**src/rtl/lsm_pkg.sv**
```systemverilog
// Shared types, constants and helpers for the latency statistics monitor.
`timescale 1ns / 1ps
package lsm_pkg;

  // Operation entries plus one global entry at index NUM_OPS
  localparam int unsigned NUM_OPS = 16;
  localparam int unsigned ENTRIES = NUM_OPS + 1;
  localparam int unsigned IDX_W   = $clog2(ENTRIES);

  localparam int unsigned CNT_W  = 32;
  localparam int unsigned SUM_W  = 56;
  localparam int unsigned DUR_W  = 40;
  localparam int unsigned REL_W  = 17;
  localparam int unsigned OP_W   = 5;
  localparam int unsigned CFG_IDX_W = 3;
  localparam int unsigned CFG_W  = 40;

  // Result status codes
  typedef enum logic [1:0] {
    ST_RECORDED = 2'd0,
    ST_NOT_MON  = 2'd1,
    ST_INVALID  = 2'd2,
    ST_READ     = 2'd3
  } status_e;

  // Threshold classes
  typedef enum logic [1:0] {
    LVL_BELOW    = 2'd0,
    LVL_WARNING  = 2'd1,
    LVL_CRITICAL = 2'd2
  } level_e;

  // Configuration register indexes
  typedef enum logic [CFG_IDX_W-1:0] {
    CFG_MON_EN   = 3'd0,
    CFG_FILT_EN  = 3'd1,
    CFG_OP_MASK  = 3'd2,
    CFG_WARN_LIM = 3'd3,
    CFG_CRIT_LIM = 3'd4
  } cfg_idx_e;

  // Controller to datapath commands
  typedef struct packed {
    logic capture;    // latch the transaction and its decision
    logic update;     // read entry, compute new counts into working regs
    logic div_start;  // launch both dividers
    logic write_back; // store working regs into the entry
    logic load_out;   // load the result registers
    logic sel_global; // address the global entry
  } lsm_cmd_t;

  // Datapath to controller status
  typedef struct packed {
    logic is_record; // latched transaction updates the stores
    logic div_busy;  // a divider is still iterating
  } lsm_sts_t;

  function automatic logic [CNT_W-1:0] sat_inc32(input logic [CNT_W-1:0] v);
    sat_inc32 = (v == {CNT_W{1'b1}}) ? v : v + 1'b1;
  endfunction

endpackage

```
**src/rtl/lsm_ctrl.sv**
```systemverilog
// Sequencing state machine of the latency statistics monitor.
`timescale 1ns / 1ps
module lsm_ctrl
  import lsm_pkg::*;
(
  input  logic     clk_i,
  input  logic     rst_ni,
  input  logic     start_i,
  input  lsm_sts_t sts_i,
  output lsm_cmd_t cmd_o,
  output logic     busy_o,
  output logic     done_o
);

  typedef enum logic [5:0] {
    S_IDLE  = 6'b000001,
    S_UPD   = 6'b000010,
    S_DIVGO = 6'b000100,
    S_DIVW  = 6'b001000,
    S_WB    = 6'b010000,
    S_OUT   = 6'b100000
  } state_e;

  state_e state_q, state_d;
  logic   glob_q, glob_d;
  logic   done_q, done_d;

  // Next state and commands
  always_comb begin
    state_d = state_q;
    glob_d  = glob_q;
    done_d  = 1'b0;
    cmd_o   = '0;
    cmd_o.sel_global = glob_q;
    unique case (state_q)
      S_IDLE: begin
        if (start_i) begin
          // records go through the global entry first, then their own entry
          cmd_o.capture = 1'b1;
          glob_d  = 1'b1;
          state_d = S_UPD;
        end
      end
      S_UPD: begin
        // decision is latched by now; reads and drops go straight to the result
        if (!sts_i.is_record) begin
          glob_d  = 1'b0;
          state_d = S_OUT;
        end else begin
          cmd_o.update = 1'b1;
          state_d = S_DIVGO;
        end
      end
      S_DIVGO: begin
        cmd_o.div_start = 1'b1;
        state_d = S_DIVW;
      end
      S_DIVW: begin
        if (!sts_i.div_busy) state_d = S_WB;
      end
      S_WB: begin
        cmd_o.write_back = 1'b1;
        if (glob_q) begin
          glob_d  = 1'b0;
          state_d = S_UPD;
        end else begin
          state_d = S_OUT;
        end
      end
      S_OUT: begin
        cmd_o.load_out = 1'b1;
        done_d  = 1'b1;
        state_d = S_IDLE;
      end
      default: state_d = S_IDLE;
    endcase
  end

  always_ff @(posedge clk_i or negedge rst_ni) begin
    if (!rst_ni) begin
      state_q <= S_IDLE;
      glob_q  <= 1'b0;
      done_q  <= 1'b0;
    end else begin
      state_q <= state_d;
      glob_q  <= glob_d;
      done_q  <= done_d;
    end
  end

  assign busy_o = (state_q != S_IDLE);
  assign done_o = done_q;

endmodule

```
**config.mk**
```make
export PLATFORM = sky130hd
export DESIGN_NAME = lsm_ctrl
export DESIGN_NICKNAME = d
export VERILOG_FILES = /design/src/rtl/lsm_pkg.sv /design/src/rtl/lsm_ctrl.sv
export SDC_FILE = /design/constraint.sdc
export NUM_CORES = 1
export LEC_CHECK = 0
export BUFFER_PORTS_ARGS = -buffer_cell sky130_fd_sc_hd__buf_2
export CAP_MARGIN = 5
export CORE_AREA = 3 3 40 42
export CTS_CLUSTER_DIAMETER = 120
export CTS_CLUSTER_SIZE = 40
export DETAILED_ROUTE_END_ITERATION = 10
export DIE_AREA = 0 0 43 45
export SKIP_CTS_REPAIR_TIMING = 1
export SLEW_MARGIN = 10
export SYNTH_ARGS = -nofsm -noshare
export SYNTH_HDL_FRONTEND = slang
export SYNTH_SLANG_ARGS = --single-unit
```
**constraint.sdc**
```tcl
create_clock -name clk_i -period 1.94 [get_ports clk_i]
set_input_delay 0.194 -clock clk_i [delete_from_list [all_inputs] [get_ports clk_i]]
set_output_delay 0.194 -clock clk_i [all_outputs]
set_load 0.02 [all_outputs]
```
# Word level (Yosys, flattened, before mapping)
# Index checks and enable logic that the tools add are counted.
word_totals:
  ff_bits: 8
  in_bits: 5
op_classes:
  eq_ne: 10
  mux: 15
  n_reduce_logical: 3
ops:
  columns: ["cell", "n"]
  rows:
  - ["6-bit one-hot mux with 5 select lines", 1]
  - ["6-bit two-way mux", 4]
  - ["1-bit two-way mux", 9]
  - ["6-bit by 1-bit equality test with 1-bit output, second input constant", 1]
  - ["6-bit by 2-bit equality test with 1-bit output, second input constant", 1]
  - ["6-bit by 3-bit equality test with 1-bit output, second input constant", 1]
  - ["6-bit by 4-bit equality test with 1-bit output, second input constant", 1]
  - ["6-bit by 5-bit equality test with 1-bit output, second input constant", 1]
  - ["6-bit equality test, second input constant", 1]
  - ["2-bit != test, second input constant", 3]
  - ["6-bit by 1-bit != test with 1-bit output, second input constant", 1]
  - ["1-bit one-hot mux with 3 select lines", 1]
  - ["3-bit AND reduction", 1]
  - ["3-bit nonzero test", 1]
  - ["2-bit AND reduction", 1]

# Depth between registers and ports, before layout
# Gate-level depths: netlist (run 1).
logic_depth:
  word_depth: 3
  mapped_depth: 5
  depth_no_buf: 5

# Least setup slack after synthesis (run 1)
# Ideal clock, no wire load.
synth_timing:
  path_kind: "register -> register"
  from: "reg state_q[5]"
  to: "reg glob_q"
  setup_time_ns: 0.065
  t_arrival_ns: 1.572
  t_required_ns: 1.875
  slack_ns: 0.303
  path_stages_with_launch: 6
  n_path_buf: 0
  synth_period_minus_slack_ns: 1.637
  cell_sequence: "dfrtp_1 nor4_2 nand3b_1 or2_1 inv_2 o221a_2"
synth_via:
  elab_chain_len: 3
synth_lines:
  columns: ["item", "line_no", "text"]
  rows:
  - ["start: declaration", "lsm_ctrl.sv:24", "state_e state_q, state_d;"]
  - ["start signal: assignment", "lsm_ctrl.sv:85", "state_q <= state_d;"]
  - ["6-bit by 2-bit equality test with 1-bit output, or another cell as far along", "lsm_ctrl.sv:35", "unique case (state_q)"]
  - ["2-bit != test (no line) or 3-bit nonzero test (tied branches)", null, null]
  - ["3-bit AND reduction (no line)", null, null]
  - ["end signal: assignment", "lsm_ctrl.sv:86", "glob_q <= glob_d;"]
  - ["end: declaration", "lsm_ctrl.sv:25", "logic glob_q, glob_d;"]
# Parallel ways exist; a longest one is shown, timed or not.
# A chain may end at the register's enable or synchronous reset.

==> metrics.md, run 1 <==
| Metric | Value |
|---|---|
| Outcome | finished, final reports clean |
| Worst slack, placed | 321 ps |
| Synthesis-stage register bit count | 8 |
| MaxCap Viol Count | 0 |
| Setup TNS Final | 0 ps |
| Syn. warnings | 0 |
| Synth unique cells | 22 |
| Setup Skew | 10.6 ps |
| Worst path max stage delay | 530 ps |
| Leak | 0.243 nW |
| CTS sink count | 8 |
| Slew headroom | 75.0% |
| Layout Cells excl Fill | 69 |
| Power per cell area | 1150 nW/µm² |
| Row Count | 13 |
| Vias in the first global route | 351 |
| Tmin final | 1870 ps |
| Hold Fails Final Rpt | 0 |
| Maximum vdd drop | 0.000335 V |
| Cell chain of the critical path | or4_4 -> nor3b_4 -> buf_4 |
| Starting Density | 32.8% |
| Final ANT Viol Nets | 0 |
| Global-route wire length before repair | 1540 µm |
| Clock latency on the worst-skew pair | 260 ps |
| CTS tree | done |
| CTS root buffer | clkbuf_4 |
| Final WL | 931 µm |
| F_max | 0.535 GHz |
| Wire length per cell | 13.5 µm |
| Clock Tree Buf Depth | 2 |
| Post-DP Area | 485 µm² |
| Worst Path Arrival | 1680 ps |
| Area delta synth->final | 28.5% |
| Max Slew Vio Count | 0 |
| Die height | 45 µm |
| DR vias | 345 |
| Crit path capture type | primary output |
| I/O Buffers | 12 |
| Initial antenna violation count | 0 |
| Post-layout nets | 60 |
| I/O pin count | 13 |
| Mapped Nets | 44 |
| Cells taking the most area after synthesis | dfrtp_1, dfstp_2, nand3b_1 |
| Worst Setup Start Kind | flop |
| Cell taking the most area after synthesis | dfrtp_1 |
| Slew @ Worst Pin | 370 ps |
| Layout fillers | 137 |
| CTS buffer count | 3 |
| Ys flop type | dfrtp_1 |
| Final period utilization | 96.4% |
| Core footprint | 1280 µm² |
| DRT Pass-1 Iters | 3 |
| GRT Residual Overflow | 0 |
| Mean Syn Cell Area | 10.8 µm² |
| Die ar. | 1940 µm² |
| Fraction of registers with async set/reset | 100% |
| Final setup margin | 70.0 ps |
| Synth top area share | 41.5% |
| Die W | 43 µm |
| Fin area | 542 µm² |
| Dpl hpwl | 686 µm |
| Post-synth EDFFs | 0 |
| Layout cells sized above 1 | 50.0% |
| Endpoints failing setup | 0 |
| Final hold slack | 135 ps |
| Worst Hold Class | in -> reg |
| Crit path kind | reg -> out |
| Mapped cell area | 422 µm² |
| H-tree levels | 1 |
| Top-count cell post-synth | dfrtp_1 |
| Inst Count DP | 64 |
| Largest net degree at the start of global routing | 9 |
| CTS clk-pin slew, worst paths | 60 ps |
| Slowest CP cell | or4_4 |
| Number of DRC markers in iteration 0 | 4 |
| Overall Global Routing Usage | 11.2% |
| GPL Wtd Cong | 0.713 |
| Drt drc | 0 |
| Critical path required time | 1750 ps |
| # diodes | 0 |
| Via density per instance | 5.00 |
| Post-synthesis sequential area ratio | 47.8% |
| Post-Synthesis Cells | 39 |
| Post-synth top cells | dfrtp_1, nand3b_1, nor2_1, nor3_1 |
| CP max FO | 7 |
| R2R setup slack | 410 ps |
[per-layer routing]
| layer | wire (µm) | vias to the layer above | part of all wire (%) | GRT usage, % |
|---|---|---|---|---|
| met4 | 16 | 0 | 1.7 | 9.04 |
| li1 | - | 168 | - | - |
| met1 | 391 | 166 | 42 | 12.4 |
| met5 | 0 | - | 0 | 0 |
| met2 | 473 | 9 | 51 | 18.6 |
| met3 | 48 | 2 | 5.2 | 2.39 |
[where the power goes]
group / internal (mW) / switching [mW] / leakage, nW
registers: 0.207 / 0.0468 / 0.0976
clock network: 0.0789 / 0.0610 / 0.0150
logic: 0.103 / 0.127 / 0.130
[cell usage in the layout (no fill, tap or decap), drive strengths merged]
cell         netlist  routed
o31a               1       1
nand2b             1       1
nor3b              2       2
a21oi              1       1
nor4               1       1
nand2              2       2
dfrtp              7       7
buf                2      12
o22ai              1       1
dfstp              1       1
nor3               3       3
nor4b              2       2
o221a              1       1
or2                1       1
nand3b             3       3
or4                2       2
clkbuf             0       4
dlygate4sd3        0       1
inv                4       4
nor2               3       3
xnor2              1       1
[flip-flops by register name (all words and copies together) (netlist names)]
signal,flops
state_q,6
glob_q,1
done_o,1
[final cells by class]
cell class                 count  area [µm²]  share of cell area [%]
sequential                     8         205                    37.9
multi-input combinational     25         204                    37.6
timing repair buffer          13        72.6                    13.4
clock buffer                   4        26.3                    4.85
tap                           15        18.8                    3.46
inverter                       4        15.0                    2.77
[logic make-up (layout without fill, tap and decap cells)]
group,after synthesis,count (layout),share of synthesized area (%)
AO/OA/AOI/OAI,4,4,8.90
XOR/XNOR,1,1,2.08
buffers and inverters,6,21,7.12
AND/OR/NAND/NOR,20,20,34.1
flip-flops,8,8,47.8
[worst max-delay path, delay by kind of cell (launching register included)]
| kind | cells | cell delay [ps] |
|---|---|---|
| simple gates | 2 | 780 |
| flops | 1 | 460 |
| buf+inv | 1 | 180 |
[stage by stage]
step                power (mW)  util [%]
global route             0.671      42.2
floorplan                0.422         -
detailed placement       0.477      37.8
CTS                      0.620      39.8
finish                   0.625      42.2
global placement         0.474      37.8
[final timing paths]
check,start,end,depth (start not counted)
min in group asynchronous,rst_ni,done_o,2
worst max register to register,state_q[2],glob_q,4
max in group asynchronous,rst_ni,state_q[0],2
worst min register to register,glob_q,state_q[5],1
worst max-delay path,state_q[2],cmd_o[2],3
worst min-delay path,sts_i[0],state_q[4],2
(Power assumes the default switching activity.)
==> run 2: changes to the inputs <==
--- a/config.mk
+++ b/config.mk
@@ -7,11 +7,14 @@
 export LEC_CHECK = 0
 export BUFFER_PORTS_ARGS = -buffer_cell sky130_fd_sc_hd__buf_2
 export CAP_MARGIN = 5
+export CELL_PAD_IN_SITES_DETAIL_PLACEMENT = 0
+export CELL_PAD_IN_SITES_GLOBAL_PLACEMENT = 1
 export CORE_AREA = 3 3 40 42
 export CTS_CLUSTER_DIAMETER = 120
 export CTS_CLUSTER_SIZE = 40
 export DETAILED_ROUTE_END_ITERATION = 10
 export DIE_AREA = 0 0 43 45
+export PLACE_DENSITY_LB_ADDON = 0.1
 export SKIP_CTS_REPAIR_TIMING = 1
 export SLEW_MARGIN = 10
 export SYNTH_ARGS = -nofsm -noshare
==> run 2 against run 1 <==
Compared with the run above: critical endpoint is now cmd_o[1]; first-iteration DRC count rose by 25%; sequential power about the same; via count rose by 8.4%; sequential share of layout area down 1.8 points; maximum frequency decreased by 1.1%; clock skew increased by 3.7 ps; sequential cell count stayed put; power is 3.7% higher; non-clock buffer count up 4; largest cell class unchanged; global-route usage down 0.70 points; die area unchanged.
==> metrics.md, run 2 (synthesis results as in run 1) <==
| Metric | Value |
|---|---|
| Outcome | finished, final reports clean |
| Wire length per cell | 12.8 µm (-5.2%) |
| I/O pin count | 13 (unchanged) |
| Crit path capture type | primary output |
| Initial antenna violation count | 0 (unchanged) |
| Commonest non-fill, non-tap cell in the layout | buf_2 |
| Vias in the first global route | 355 (+1.1%) |
| Global-route wire length before repair | 1480 µm (-4.0%) |
| Critical path's top delay family | simple AND/OR/NAND/NOR gates |
| Starting Density | 32.8% (unchanged) |
| Layout cells sized above 1 | 53.4% (+3.4 points) |
| Final setup margin | 49.5 ps (-20.5 ps) |
| CTS buffer count | 3 (unchanged) |
| Tmin final | 1890 ps (+20.5 ps) |
| CTS clk-pin slew, worst paths | 60 ps (about the same) |
| Slew @ Worst Pin | 270 ps (-99.8 ps) |
| Worst Setup Start Kind | flop |
| CTS root buffer | clkbuf_4 |
| Clock Tree Buf Depth | 2 (unchanged) |
| Clock latency on the worst-skew pair | 250 ps (about the same) |
| DRT Pass-1 Iters | 4 (+1) |
| Slew headroom | 82.0% (+7.0 points) |
| Leak | 0.265 nW (+8.9%) |
| Busiest metal layer after global routing | met2 |
| CP max FO | 7 (unchanged) |
| Worst slack, placed | 283 ps (-38.5 ps) |
| Max FFs per register | 6 (unchanged) |
| MaxCap Viol Count | 0 (unchanged) |
| Worst path max stage delay | 560 ps (+30 ps) |
| Worst Path Arrival | 1700 ps (+20 ps) |
| Critical path required time | 1750 ps (about the same) |
| Core footprint | 1280 µm² (unchanged) |
| Die height | 45 µm (unchanged) |
| Total power | 0.648 mW (+3.7%) |
| Final ANT Viol Nets | 0 (unchanged) |
| Unrepaired setup endpoints after global routing | true |
| Drt drc | 0 (unchanged) |
| Commonest cells after routing, fill and taps aside | buf_2, buf_4, dfrtp_1 |
| Dpl hpwl | 688 µm (+0.36%) |
| Hold depth | 2 (unchanged) |
| Largest register by flop count | state_q |
| CTS sink count | 8 (unchanged) |
| GRT Residual Overflow | 0 (unchanged) |
| Cell chain of the critical path | or4_4 -> nor3b_1 -> buf_2 |
| Overall Global Routing Usage | 10.5% (-0.70 points) |
| Power per cell area | 1140 nW/µm² (-1.3%) |
| H-tree levels | 1 (unchanged) |
| Via density per instance | 5.12 (+2.5%) |
| Area delta synth->final | 35.0% |
| CP Depth | 3 (unchanged) |
| Met2 Use GR | 18.0% (-0.60 points) |
| GR Layer Usage met3 | 4.38% (+2.0 points) |
| DR vias | 374 (+8.4%) |
| Layout fillers | 133 (-2.9%) |
| Endpoints failing setup | 0 (unchanged) |
| Max Slew Vio Count | 0 (unchanged) |
| Hold Fails Final Rpt | 0 (unchanged) |
| Row Count | 13 (unchanged) |
| R2r worst-path depth | 5 (+1) |
| # diodes | 0 (unchanged) |
| Final WL | 934 µm (+0.32%) |
| CTS tree | done |
| Slowest CP cell | or4_4 |
| Crit path kind | reg -> out |
| Die W | 43 µm (unchanged) |
| Post-layout nets | 64 (+6.7%) |
| Maximum vdd drop | 0.000411 V (+23%) |
| GPL Wtd Cong | 0.682 (-4.3%) |
| CP bufs+invs | 1 (unchanged) |
| Setup Skew | 14.4 ps (+3.75 ps) |
| F_max | 0.529 GHz (-1.1%) |
| Final period utilization | 97.4% (+1.1 points) |
| I/O Buffers | 12 (unchanged) |
| Met1 Usage GRT | 11.1% (-1.3 points) |
| Largest net degree at the start of global routing | 9 (unchanged) |
| Worst Hold Class | in -> reg |
| Die ar. | 1940 µm² (unchanged) |
| Number of DRC markers in iteration 0 | 5 (+1) |
## run 2: changes by cell type in the layout (fill, tap and decap cells not counted), sizes merged
cell	previous run	this run
buf	12	16
## run 2: path summary, 6_finish.rpt
path / startpoint / to / slack [ps]
min: sts_i[0] / state_q[4] / 120
max in group asynchronous: rst_ni / state_q[0] / 1380
max reg2reg: state_q[1] / glob_q / 330
max: state_q[1] / cmd_o[1] / 50
min reg2reg: glob_q / state_q[5] / 540
min in group asynchronous: rst_ni / done_o / 310
## run 2: layout make-up
| cell class | instances | area [µm²] | share of cell area [%] |
|---|---|---|---|
| sequential | 8 | 205 | 36.0 |
| timing repair buffer | 17 | 103 | 18.0 |
| tap | 15 | 18.8 | 3.30 |
| multi-input combinational | 25 | 201 | 35.4 |
| inverter | 4 | 15.0 | 2.64 |
| clock buffer | 4 | 26.3 | 4.62 |
## run 2: power by group
| part | leakage [nW] | internal, mW | switching [mW] |
|---|---|---|---|
| sequential | 0.0976 | 0.207 | 0.0479 |
| clock | 0.0150 | 0.0786 | 0.0565 |
| combinational | 0.152 | 0.125 | 0.132 |
| total | 0.265 | 0.411 | 0.237 |
## run 2: per-layer routing
| layer | vias to the layer above | routed length, µm |
|---|---|---|
| met5 | - | 0 |
| met4 | 0 | 0 |
| met3 | 0 | 66 |
| met2 | 15 | 490 |
| met1 | 183 | 376 |
| li1 | 176 | - |
## run 2: per-stage QoR
| stage | hold slack [ps] | TNS [ps] | util (%) | std cells | area [µm²] |
|---|---|---|---|---|---|
| global placement | 46.8 | 0 | 37.8 | 64 | 485 |
| detailed placement | 49.2 | 0 | 37.8 | 64 | 485 |
| global route | 123 | -6.17 | 44.3 | 73 | 569 |
| CTS | -230 | -6.21 | 39.8 | 68 | 512 |
| floorplan | -102 | 0 | - | 39 | 422 |
| finish | 122 | 0 | 44.3 | 73 | 569 |
## run 2: worst register-to-register path, delay by kind of cell, from the launching register on
kind / cells / cell delay (ps)
DFF: 1 / 430
and+or+nand+nor: 2 / 780
buffers and inverters: 2 / 190
AOI/OAI and AO/OA: 1 / 110
==> run 3: changes to the inputs <==
--- a/config.mk
+++ b/config.mk
@@ -5,7 +5,7 @@
 export SDC_FILE = /design/constraint.sdc
 export NUM_CORES = 1
 export LEC_CHECK = 0
-export BUFFER_PORTS_ARGS = -buffer_cell sky130_fd_sc_hd__buf_2
+export ABC_CLOCK_PERIOD_IN_PS = 1940
 export CAP_MARGIN = 5
 export CELL_PAD_IN_SITES_DETAIL_PLACEMENT = 0
 export CELL_PAD_IN_SITES_GLOBAL_PLACEMENT = 1
@@ -14,6 +14,7 @@
 export CTS_CLUSTER_SIZE = 40
 export DETAILED_ROUTE_END_ITERATION = 10
 export DIE_AREA = 0 0 43 45
+export DONT_BUFFER_PORTS = 1
 export PLACE_DENSITY_LB_ADDON = 0.1
 export SKIP_CTS_REPAIR_TIMING = 1
 export SLEW_MARGIN = 10
==> run 3 against run 2 <==
Compared with the run above: die area stayed put; clock skew is 11 ps lower; power fell by 7.8%; sequential share of layout area up 4.9 points; critical path depth shrank 1; first-iteration DRC count is the same; largest cell class unchanged.
==> metrics.md, run 3 (synthesis results as in run 1) <==
| Metric | Value |
|---|---|
| MaxCap Viol Count | 0 (unchanged) |
| Number of DRC markers in iteration 0 | 5 (unchanged) |
| Post-layout nets | 52 (-19%) |
| Setup Skew | 3.51 ps (-10.9 ps) |
| Worst Setup Start Kind | flop |
| Maximum vdd drop | 0.000485 V (+18%) |
| Vias in the first global route | 335 (-5.6%) |
| Commonest non-fill, non-tap cell in the layout | dfrtp_1 |
| Final hold slack | 14.2 ps (-108 ps) |
| Crit path kind | reg -> out |
| Final period utilization | 93.8% (-3.7 points) |
| Cell chain of the critical path | or4_1 -> nor2_1 |
| Critical path's top delay family | simple AND/OR/NAND/NOR gates |
| Slew @ Worst Pin | 404 ps (+134 ps) |
| CTS root buffer | clkbuf_4 |
| Worst r2r dst | glob_q |
| Die height | 45 µm (unchanged) |
| Overall Global Routing Usage | 10.1% (-0.42 points) |
| Dpl hpwl | 678 µm (-1.5%) |
| Starting Density | 32.8% (unchanged) |
| Unrepaired setup endpoints after global routing | false |
| Area delta synth->final | 16.6% |
| H-tree levels | 1 (unchanged) |
| R2R setup slack | 340 ps (about the same) |
| Global-route wire length before repair | 1460 µm (-1.4%) |
| Final setup margin | 120 ps (+70.9 ps) |
| Worst Hold Class | in -> reg |
| Die ar. | 1940 µm² (unchanged) |
| Tmin final | 1820 ps (-70.9 ps) |
| Slew headroom | 73.0% (-9.0 points) |
| Hold wc startpoint | sts_i[0] |
| CTS clk-pin slew, worst paths | 60 ps (about the same) |
| Initial antenna violation count | 0 (unchanged) |
| Worst path max stage delay | 570 ps (about the same) |
| Clock Tree Buf Depth | 2 (unchanged) |
| GRT Residual Overflow | 0 (unchanged) |
| Final ANT Viol Nets | 0 (unchanged) |
| Die W | 43 µm (unchanged) |
| CTS sink count | 8 (unchanged) |
| Largest net degree at the start of global routing | 9 (unchanged) |
| Power per cell area | 1220 nW/µm² (+6.8%) |
| R2r worst-path depth | 5 (unchanged) |
| Slowest CP cell | or4_1 |
| Origin of the critical flop-to-flop path | state_q[1] |
| Max FFs per register | 6 (unchanged) |
| Layout cells sized above 1 | 32.6% (-21 points) |
| CTS buffer count | 3 (unchanged) |
| Critical path required time | 1750 ps (about the same) |
| CP bufs+invs | 0 (-1) |
| Final WL | 855 µm (-8.5%) |
| Core footprint | 1280 µm² (unchanged) |
| GPL Wtd Cong | 0.711 (+4.2%) |
| Worst Path Arrival | 1630 ps (-70 ps) |
| Crit path capture type | primary output |
| Max Slew Vio Count | 0 (unchanged) |
| Endpoints failing setup | 0 (unchanged) |
| # diodes | 0 (unchanged) |
| Drt drc | 0 (unchanged) |
| Wire length per cell | 14.0 µm (+9.5%) |
| CTS tree | done |
| Via density per instance | 5.08 (-0.81%) |
| Setup TNS Final | 0 ps (unchanged) |
| Clock latency on the worst-skew pair | 250 ps (about the same) |
| CP max FO | 7 (unchanged) |
| Largest register by flop count | state_q |
| Hold depth | 1 (-1) |
| Row Count | 13 (unchanged) |
| Layout fillers | 130 (-2.3%) |
| I/O pin count | 13 (unchanged) |
| Outcome | finished, final reports clean |
| Leak | 0.208 nW (-21%) |
| I/O Buffers | 0 (-12) |
| Worst slack, placed | 306 ps (+23.1 ps) |
| Hold Fails Final Rpt | 0 (unchanged) |
| Commonest cells after routing, fill and taps aside | dfrtp_1, buf_4 |
| DRT Pass-1 Iters | 2 (-2) |
| Hold EP | state_q[4] |
| DR vias | 310 (-17%) |
| F_max | 0.550 GHz (+3.9%) |
run 3: metrics by stage:
stage	total power [mW]	cells	cell area [µm²]	utilization [%]
final	0.598	61	492	38.3
after global routing	0.643	61	492	38.3
after CTS	0.604	59	474	36.9
after detailed placement	0.465	55	448	34.9
after global placement	0.459	55	448	34.9
after floorplan	0.422	39	422	-
run 3: worst register-to-register path, cell delays in order (launching register included):
cell     delay, ps
dfrtp_1        440
or4_4          560
nor3b_4        190
buf_4          150
inv_2           40
o221a_2        110
run 3: how the worst max path moves through the flow:
stage | end | depth (start not counted) | start
after floorplan | glob_q | 5 | state_q[5]
after global placement | cmd_o[2] | 3 | state_q[1]
after detailed placement | cmd_o[2] | 3 | state_q[1]
after CTS | cmd_o[2] | 3 | state_q[1]
after global routing | cmd_o[5] | 4 | state_q[5]
final | cmd_o[3] | 2 | state_q[1]
run 3: routing by layer:
layer	global-route usage (%)	up-vias	wire length, µm
met4	5.42	0	8
met2	14.4	9	404
met1	13.1	147	377
met3	3.98	2	66
li1	-	152	-
met5	0	-	0
run 3: cell type report:
class	count	area (µm²)	share of cell area, %
Timing Repair Buffer	5	40.0	8.14
Sequential cell	8	201	41.0
Multi-Input combinational cell	25	190	38.7
Clock buffer	4	26.3	5.34
Inverter	4	15.0	3.05
Tap cell	15	18.8	3.82
run 3: report_power, final:
part           switching (mW)  total [mW]  internal [mW]
sequential             0.0607       0.267          0.206
combinational           0.106       0.196         0.0905
clock                  0.0556       0.134         0.0786
